--- config.mk ---
export PLATFORM = sky130hd
export DESIGN_NAME = two_key_record_sorter
export DESIGN_NICKNAME = d
export VERILOG_FILES = /design/src/rtl/tkrs_pkg.sv /design/src/rtl/two_key_record_sorter.sv /design/src/rtl/tkrs_ram.sv /design/src/rtl/tkrs_cmp.sv
export VERILOG_INCLUDE_DIRS = /design/src /design/src/rtl
export SDC_FILE = /design/constraint.sdc
export NUM_CORES = 1
export LEC_CHECK = 0
export BUFFER_PORTS_ARGS = -buffer_cell sky130_fd_sc_hd__buf_2
export CORE_MARGIN = 1
export CORE_UTILIZATION = 40
export DETAILED_ROUTE_END_ITERATION = 8
export GPL_TIMING_DRIVEN = 1
export HOLD_SLACK_MARGIN = 0.12
export PLACE_DENSITY = 0.57
export SLEW_MARGIN = 15
export SYNTH_ARGS = -nofsm -noshare
export SYNTH_HDL_FRONTEND = slang
export SYNTH_SLANG_ARGS = --single-unit
--- constraint.sdc ---
create_clock -name clk -period 8.9 [get_ports clk]
set_input_delay 0 -clock clk [delete_from_list [all_inputs] [get_ports clk]]
set_output_delay 0 -clock clk [all_outputs]
set_load 0.05 [all_outputs]
--- src/rtl/two_key_record_sorter_macros.svh ---
// Assertion macros shared by the sorter RTL
`ifndef TWO_KEY_RECORD_SORTER_MACROS_SVH
`define TWO_KEY_RECORD_SORTER_MACROS_SVH

// Check an expression on every clock edge outside reset
`define TKRS_ASSERT(name, expr, msg) \
  name: assert property (@(posedge clk) disable iff (!rst_n) (expr)) else $error(msg);

// Check that a condition leads to another in the next cycle
`define TKRS_ASSERT_NEXT(name, pre, post, msg) \
  name: assert property (@(posedge clk) disable iff (!rst_n) (pre) |=> (post)) else $error(msg);

`endif

--- src/rtl/tkrs_pkg.sv ---
// Types and constants of the two-key record sorter
package tkrs_pkg;

  localparam int MAX_RECORDS = 16;
  localparam int IDX_W       = (MAX_RECORDS > 1) ? $clog2(MAX_RECORDS) : 1;
  localparam int CNT_W       = $clog2(MAX_RECORDS + 1);

  typedef struct packed {
    logic [15:0] record_id;
    logic [15:0] brand_id;
    logic [15:0] color_id;
    logic [7:0]  gearbox_code;
    logic        vacant;
    logic        last_in;
  } in_item_t;

  typedef struct packed {
    logic [15:0] out_record_id;
    logic [15:0] out_brand_id;
    logic [15:0] out_color_id;
    logic [7:0]  out_gearbox_code;
    logic        out_vacant;
    logic        last_out;
  } out_item_t;

  typedef struct packed {
    logic [15:0] record_id;
    logic [15:0] brand_id;
    logic [15:0] color_id;
    logic [7:0]  gearbox_code;
    logic        vacant;
  } rec_t;

  localparam int REC_W = $bits(rec_t);

endpackage

--- src/rtl/two_key_record_sorter.sv ---
// Two-key record sorter: loads a record set, exchange-sorts it in RAM, emits it in order
//
// Records are taken one per cycle while in_ready is high, up to MAX_RECORDS per set
// (further records are dropped, but their last_in still closes the set). A transaction
// with last_in set starts the sort: for a set of n records, an exchange sort on
// (gearbox_code, brand_id) runs through one key comparator and the single read port of
// the record RAM, one compare at a time in S_CMP, with S_LDI before and S_WRI after
// each outer pass. The set then leaves on the out_ channel one record at a time: each is
// read, loaded into the output register and held until out_ready takes it, the final
// one flagged by last_out. in_ready stays low from the closing transaction until the
// last output transaction completes.
`include "two_key_record_sorter_macros.svh"

module two_key_record_sorter import tkrs_pkg::*; (
  input  logic      clk,
  input  logic      rst_n,
  input  logic      in_valid,
  output logic      in_ready,
  input  in_item_t  in_data,
  output logic      out_valid,
  input  logic      out_ready,
  output out_item_t out_data
);

  typedef enum logic [2:0] {
    S_LOAD,
    S_START,
    S_LDI,
    S_CMP,
    S_WRI,
    S_EMRD,
    S_EMLD,
    S_EMHOLD
  } state_t;

  state_t           state_r;
  logic [CNT_W-1:0] count_r;
  logic [CNT_W-1:0] n_r;
  logic [IDX_W-1:0] i_r;
  logic [IDX_W-1:0] j_r;
  logic [IDX_W-1:0] k_r;
  rec_t             a_r;
  out_item_t        out_r;
  logic             out_valid_r;

  logic             ram_we;
  logic [IDX_W-1:0] ram_waddr;
  rec_t             ram_wdata;
  logic [IDX_W-1:0] ram_raddr;
  logic [REC_W-1:0] ram_rdata;
  rec_t             b_rec;
  logic             key_gt;
  logic             in_acc;
  logic             room;
  logic [CNT_W-1:0] count_nxt;
  rec_t             in_rec;

  assign in_ready  = (state_r == S_LOAD);
  assign in_acc    = in_valid && in_ready;
  assign room      = (count_r < CNT_W'(MAX_RECORDS));
  assign count_nxt = room ? (count_r + CNT_W'(1)) : count_r;
  assign b_rec     = rec_t'(ram_rdata);
  assign out_valid = out_valid_r;
  assign out_data  = out_r;

  assign in_rec.record_id    = in_data.record_id;
  assign in_rec.brand_id     = in_data.brand_id;
  assign in_rec.color_id     = in_data.color_id;
  assign in_rec.gearbox_code = in_data.gearbox_code;
  assign in_rec.vacant       = in_data.vacant;

  tkrs_cmp u_cmp (
    .a  (a_r),
    .b  (b_rec),
    .gt (key_gt)
  );

  tkrs_ram #(
    .WIDTH (REC_W),
    .DEPTH (MAX_RECORDS)
  ) u_ram (
    .clk   (clk),
    .we    (ram_we),
    .waddr (ram_waddr),
    .wdata (ram_wdata),
    .raddr (ram_raddr),
    .rdata (ram_rdata)
  );

  always_comb begin
    ram_we    = 1'b0;
    ram_waddr = count_r[IDX_W-1:0];
    ram_wdata = in_rec;
    ram_raddr = '0;
    unique case (state_r)
      S_LOAD: begin
        ram_we = in_acc && room;
      end
      S_START: begin
        ram_raddr = '0;
      end
      S_LDI: begin
        ram_raddr = i_r + IDX_W'(1);
      end
      S_CMP: begin
        ram_we    = key_gt;
        ram_waddr = j_r;
        ram_wdata = a_r;
        ram_raddr = j_r + IDX_W'(1);
      end
      S_WRI: begin
        ram_we    = 1'b1;
        ram_waddr = i_r;
        ram_wdata = a_r;
        ram_raddr = i_r + IDX_W'(1);
      end
      S_EMRD: begin
        ram_raddr = k_r;
      end
      S_EMLD, S_EMHOLD: begin
        ram_raddr = k_r;
      end
      default: begin
        ram_we = 1'b0;
      end
    endcase
  end

  always_ff @(posedge clk) begin
    if (!rst_n) begin
      state_r     <= S_LOAD;
      count_r     <= '0;
      out_valid_r <= 1'b0;
    end else begin
      unique case (state_r)
        S_LOAD: begin
          if (in_acc) begin
            count_r <= count_nxt;
            if (in_data.last_in) begin
              n_r <= count_nxt;
              i_r <= '0;
              k_r <= '0;
              state_r <= (count_nxt < CNT_W'(2)) ? S_EMRD : S_START;
            end
          end
        end
        S_START: begin
          state_r <= S_LDI;
        end
        S_LDI: begin
          a_r     <= b_rec;
          j_r     <= i_r + IDX_W'(1);
          state_r <= S_CMP;
        end
        S_CMP: begin
          if (key_gt) begin
            a_r <= b_rec;
          end
          if ((CNT_W'(j_r) + CNT_W'(1)) < n_r) begin
            j_r <= j_r + IDX_W'(1);
          end else begin
            state_r <= S_WRI;
          end
        end
        S_WRI: begin
          i_r <= i_r + IDX_W'(1);
          if ((CNT_W'(i_r) + CNT_W'(2)) < n_r) begin
            state_r <= S_LDI;
          end else begin
            k_r     <= '0;
            state_r <= S_EMRD;
          end
        end
        S_EMRD: begin
          state_r <= S_EMLD;
        end
        S_EMLD: begin
          out_r.out_record_id    <= b_rec.record_id;
          out_r.out_brand_id     <= b_rec.brand_id;
          out_r.out_color_id     <= b_rec.color_id;
          out_r.out_gearbox_code <= b_rec.gearbox_code;
          out_r.out_vacant       <= b_rec.vacant;
          out_r.last_out         <= ((CNT_W'(k_r) + CNT_W'(1)) == n_r);
          out_valid_r            <= 1'b1;
          state_r                <= S_EMHOLD;
        end
        S_EMHOLD: begin
          if (out_ready) begin
            out_valid_r <= 1'b0;
            if (out_r.last_out) begin
              count_r <= '0;
              state_r <= S_LOAD;
            end else begin
              k_r     <= k_r + IDX_W'(1);
              state_r <= S_EMRD;
            end
          end
        end
        default: begin
          state_r <= S_LOAD;
        end
      endcase
    end
  end

  `TKRS_ASSERT(a_no_overlap, !(in_ready && out_valid), "input taken while output pending")
  `TKRS_ASSERT(a_count_bound, count_r <= CNT_W'(MAX_RECORDS), "record count past capacity")
  `TKRS_ASSERT(a_sort_waddr, (ram_we && state_r != S_LOAD) |-> (CNT_W'(ram_waddr) < n_r), "sort write past set end")
  `TKRS_ASSERT_NEXT(a_done_ready, out_valid && out_ready && out_data.last_out, in_ready && count_r == '0, "block not reloading after last output")

endmodule

--- src/rtl/tkrs_ram.sv ---
// Generic single-write, single-read RAM with registered read data
module tkrs_ram #(
  parameter int WIDTH = 8,
  parameter int DEPTH = 16
) (
  input  logic                                       clk,
  input  logic                                       we,
  input  logic [((DEPTH > 1) ? $clog2(DEPTH) : 1)-1:0] waddr,
  input  logic [WIDTH-1:0]                           wdata,
  input  logic [((DEPTH > 1) ? $clog2(DEPTH) : 1)-1:0] raddr,
  output logic [WIDTH-1:0]                           rdata
);

  logic [WIDTH-1:0] mem [DEPTH];
  logic [WIDTH-1:0] rdata_r;

  always_ff @(posedge clk) begin
    if (we) begin
      mem[waddr] <= wdata;
    end
    rdata_r <= mem[raddr];
  end

  assign rdata = rdata_r;

endmodule

--- src/rtl/tkrs_cmp.sv ---
// Key comparator: gearbox code first, then brand id, strictly greater
module tkrs_cmp import tkrs_pkg::*; (
  input  rec_t a,
  input  rec_t b,
  output logic gt
);

  always_comb begin
    if (a.gearbox_code != b.gearbox_code) begin
      gt = a.gearbox_code > b.gearbox_code;
    end else begin
      gt = a.brand_id > b.brand_id;
    end
  end

endmodule
==> run_results.csv <==
group,metric,value,unit
sta,fin_tns_setup,0,ns
route,first_pass_iters,5,
sta,tightestPinTransition,1.112,ns
critical_path,worstPathRequired,9.45,ns
critical_path,rr_worst_depth,8,
route,post_drt_wl_per_cell,26.17,um
cts,htreeDepth,3,
synthesis,yosys_most_used_dff,"edfxtp_1",
synthesis,netlist_instances,2772,
global_routing,grt_max_degree,182,
status,status,"completed",
route,postRouteAntennaNets,0,
sta,fin_crit_sh,0.5770,
place,io_buffer_count,121,
critical_path,path_buf_inv,2,
synthesis,ys_ff_latch,1110,
critical_path,path_depth,8,
critical_path,cp_max_fo,48,
sta,hold_violations,0,
critical_path,arrival,5.69,ns
sta,hold_ws,0.1691,ns
synthesis,postSynth.asyncResetShare,0,
global_routing,grt_pass1_wl,171600,um
synthesis,synth_area,43770,um2
finish,final_util,0.4676,
critical_path,cp_top_family,"simple AND/OR/NAND/NOR gates",
critical_path,crit_path_max_incr_delay,0.98,ns
sta,finalSetupViolCount,0,
floorplan,die_w,332.8,um
floorplan,rows,120,
hold_path,min_delay_path_depth,3,
synthesis,synth.distinct_cells,62,
hold_path,holdCritPathClass,"input pin to register",
critical_path,cpMostUsedCell,"buf_4",
place,gp_congestion,0.8217,
power_and_ir_drop,irDropWorstVdd,0.2502,mV
power_and_ir_drop,power_density,329.2,nW/um2
place,dpl.hpwl,57580,um
power_and_ir_drop,finalPower,0.01659,W
global_routing,overflow,0,
floorplan,fp.coreArea,107800,um2
critical_path,startpoint_type,"register",
finish,multi_input_area,10420,um2
sta,finalCriticalPeriod,5.136,ns
cts,cts_root_buf,"clkbuf_16",
global_routing,track_usage,0.2070,
route,routed_via_density,5.774,
sta,worst_slack,3.764,ns
finish,layout-drive-gt1-share,0.1598,
synthesis,synth_top_cells_by_area,"edfxtp_1 72%, nand2_1 3.2%, dfxtp_1 3.0%",
route,drc,0,
synthesis,synth_edf_count,1044,
critical_path,crit_slowest_cell,"nand2b_2",
route,vias,25550,
cts,clkLatencyLatePin,0.70,ns
sta,rsz0062_at_grt,"false",
critical_path,endpoint_kind,"register",
sta,slew_viol_final,0,
power_and_ir_drop,p_leak,17.07,nW
finish,area.sequential,32670,um2
synthesis,synth_nets,2871,
synthesis,synth_seq_area_share,0.7464,
job,cap_viol_max_count,0,
global_routing,grt_pass1_vias,25880,
place,post-place-ws,3.913,ns
finish,syn2layout_area_growth,15.17,%
sta,finalClockSkew,0.03518,ns
global_routing,antenna_found_initial,0,
cts,cts_tree,"yes",
synthesis,avgSynthCellArea,15.79,um2
route,drtIter0Drc,2445,
floorplan,io_pins,122,
cts,numCtsBuffers,113,
sta,max_freq,194.7,MHz
critical_path,worstSetupPathType,"register to register",
synthesis,yosysTopAreaCell,"edfxtp_1",
floorplan,die_h,332.8,um
critical_path,path_cells,"and3b_1 -> a21oi_2 -> and2_4 -> buf_4 -> nand2b_2 -> buf_4 -> a311oi_1 -> a211o_1",
cts,path_clk_slew,0.06,ns
route,drt_wl_total,115800,um
finish,antenna_cells,0,
synthesis,yosys_warnings,0,
finish,fillers,9130,
cts,cts_sinks,1110,
sta,maxSlewHeadroom,0.2556,
cts,cts_buffer_depth,3,
floorplan,initial_core_util,0.4060,
cts,post-cts-setup-buffer-count,0,
floorplan,fp.dieArea,110700,um2
finish,num-nets-final,3024,
synthesis,yosysTopAreaCellShare,0.7163,
## power breakdown
group          internal, W  switching (W)
registers          0.00679       0.000296
clock network      0.00275        0.00198
logic              0.00141        0.00337
total               0.0110        0.00564
## logic make-up after synthesis
| family | Yosys count | share of synthesized area |
|---|---|---|
| AO/OA/AOI/OAI | 661 | 0.1227 |
| XOR/XNOR | 16 | 0.003202 |
| adder cells (fa/ha/maj) | 37 | 0.01058 |
| buffers and inverters | 236 | 0.02253 |
| flip-flops | 1110 | 0.7464 |
| multiplexers | 158 | 0.03859 |
| AND/OR/NAND/NOR | 554 | 0.05600 |
## flip-flops by register name, summed over array words and instances (netlist names)
register,cells
a_r,57
count_r,5
i_r,4
j_r,4
k_r,4
n_r,5
out_data,58
out_valid,1
state_r,3
u_ram.mem,912
u_ram.rdata,57
## per-stage QoR
stage                     std cells  instance area (um2)
after floorplan                2772                43770
after global placement         4151                46060
after detailed placement       4151                46060
after CTS                      4425                50410
after global routing           4425                50410
final                          4425                50410
## placed cells by master, fill, tap and decap left out, types with 48 or more instances in the layout
cell           synthesis  layout
clkbuf_16              0     115
nand2_1              369     368
mux2_2                56      56
dlygate4sd3_1          0      62
buf_4                  4      48
and3_1                79      78
edfxtp_1            1044    1044
a21boi_0             110     110
buf_2                 38     121
a2111oi_0             59      59
a211oi_1             131     114
a311oi_1             110     110
a211o_1               55      55
dfxtp_1               66      66
mux2i_1               99      99
## synthesized netlist by cell type (3+ instances only)
| cell type | instances |
|---|---|
| mux2_2 | 56 |
| a21oi_1 | 26 |
| o221ai_1 | 3 |
| o21ai_1 | 3 |
| xnor2_1 | 8 |
| xor2_1 | 8 |
| dfxtp_1 | 66 |
| nand2b_1 | 5 |
| inv_1 | 37 |
| nand2_1 | 369 |
| clkbuf_1 | 141 |
| buf_1 | 10 |
| a21o_1 | 3 |
| nor2b_1 | 8 |
| a21boi_0 | 110 |
| mux4_2 | 3 |
| a2111oi_2 | 30 |
| a21boi_1 | 3 |
| nand3_1 | 30 |
| mux2i_1 | 99 |
| buf_4 | 4 |
| nor2_1 | 25 |
| a211oi_1 | 131 |
| a211o_1 | 55 |
| edfxtp_1 | 1044 |
| ha_1 | 37 |
| a311oi_1 | 110 |
| a31oi_1 | 44 |
| buf_2 | 38 |
| a221oi_1 | 39 |
| o21ai_0 | 21 |
| and2_1 | 7 |
| a2111oi_0 | 59 |
| buf_6 | 5 |
| nor3_1 | 7 |
| and3_1 | 79 |
| or2_2 | 4 |
| o21a_1 | 5 |
| nand4_1 | 11 |
## worst reg2reg max path: cells and delay by family (launching register included)
kind	cells	cell delay, ns
buffers and inverters	2	1.46
and+or+nand+nor	3	2.00
AOI/OAI and AO/OA	3	0.77
DFF	1	0.78
## what timing repair did
action                    in CTS  in global routing
hold buffers                  62                  0
hold endpoints to repair     922                  0
resized for setup              0                  0
## layout make-up
cell class                      instances  share of cell area
Sequential cell                      1110              0.6481
Clock buffer                          147             0.06185
Inverter                               38            0.002830
Tap cell                             1403             0.03482
Timing Repair Buffer                  236             0.03346
Clock inverter                         65             0.01221
Multi-Input combinational cell       1426              0.2067
## worst paths after layout
path	startpoint	end	slack, ns
max reg2reg	state_r[2]$_SDFFE_PN0P_	u_ram.rdata[5]$_DFF_P_	3.76
max	state_r[2]$_SDFFE_PN0P_	u_ram.rdata[5]$_DFF_P_	3.76
min reg2reg	u_ram.rdata[46]$_DFF_P_	a_r[46]$_DFFE_PP_	0.44
min	in_data[26]	u_ram.mem[13][25]$_DFFE_PP_	0.17
## routing by layer
| layer | vias to the layer above | routed length, um | track usage |
|---|---|---|---|
| li1 | 11340 | - | - |
| met1 | 13070 | 50500 | 0.2868 |
| met2 | 984 | 54400 | 0.3339 |
| met3 | 160 | 8176 | 0.03591 |
| met4 | 0 | 2708 | 0.06069 |
| met5 | - | 0 | 0 |
Note: power is estimated with default switching activity, not from simulation.
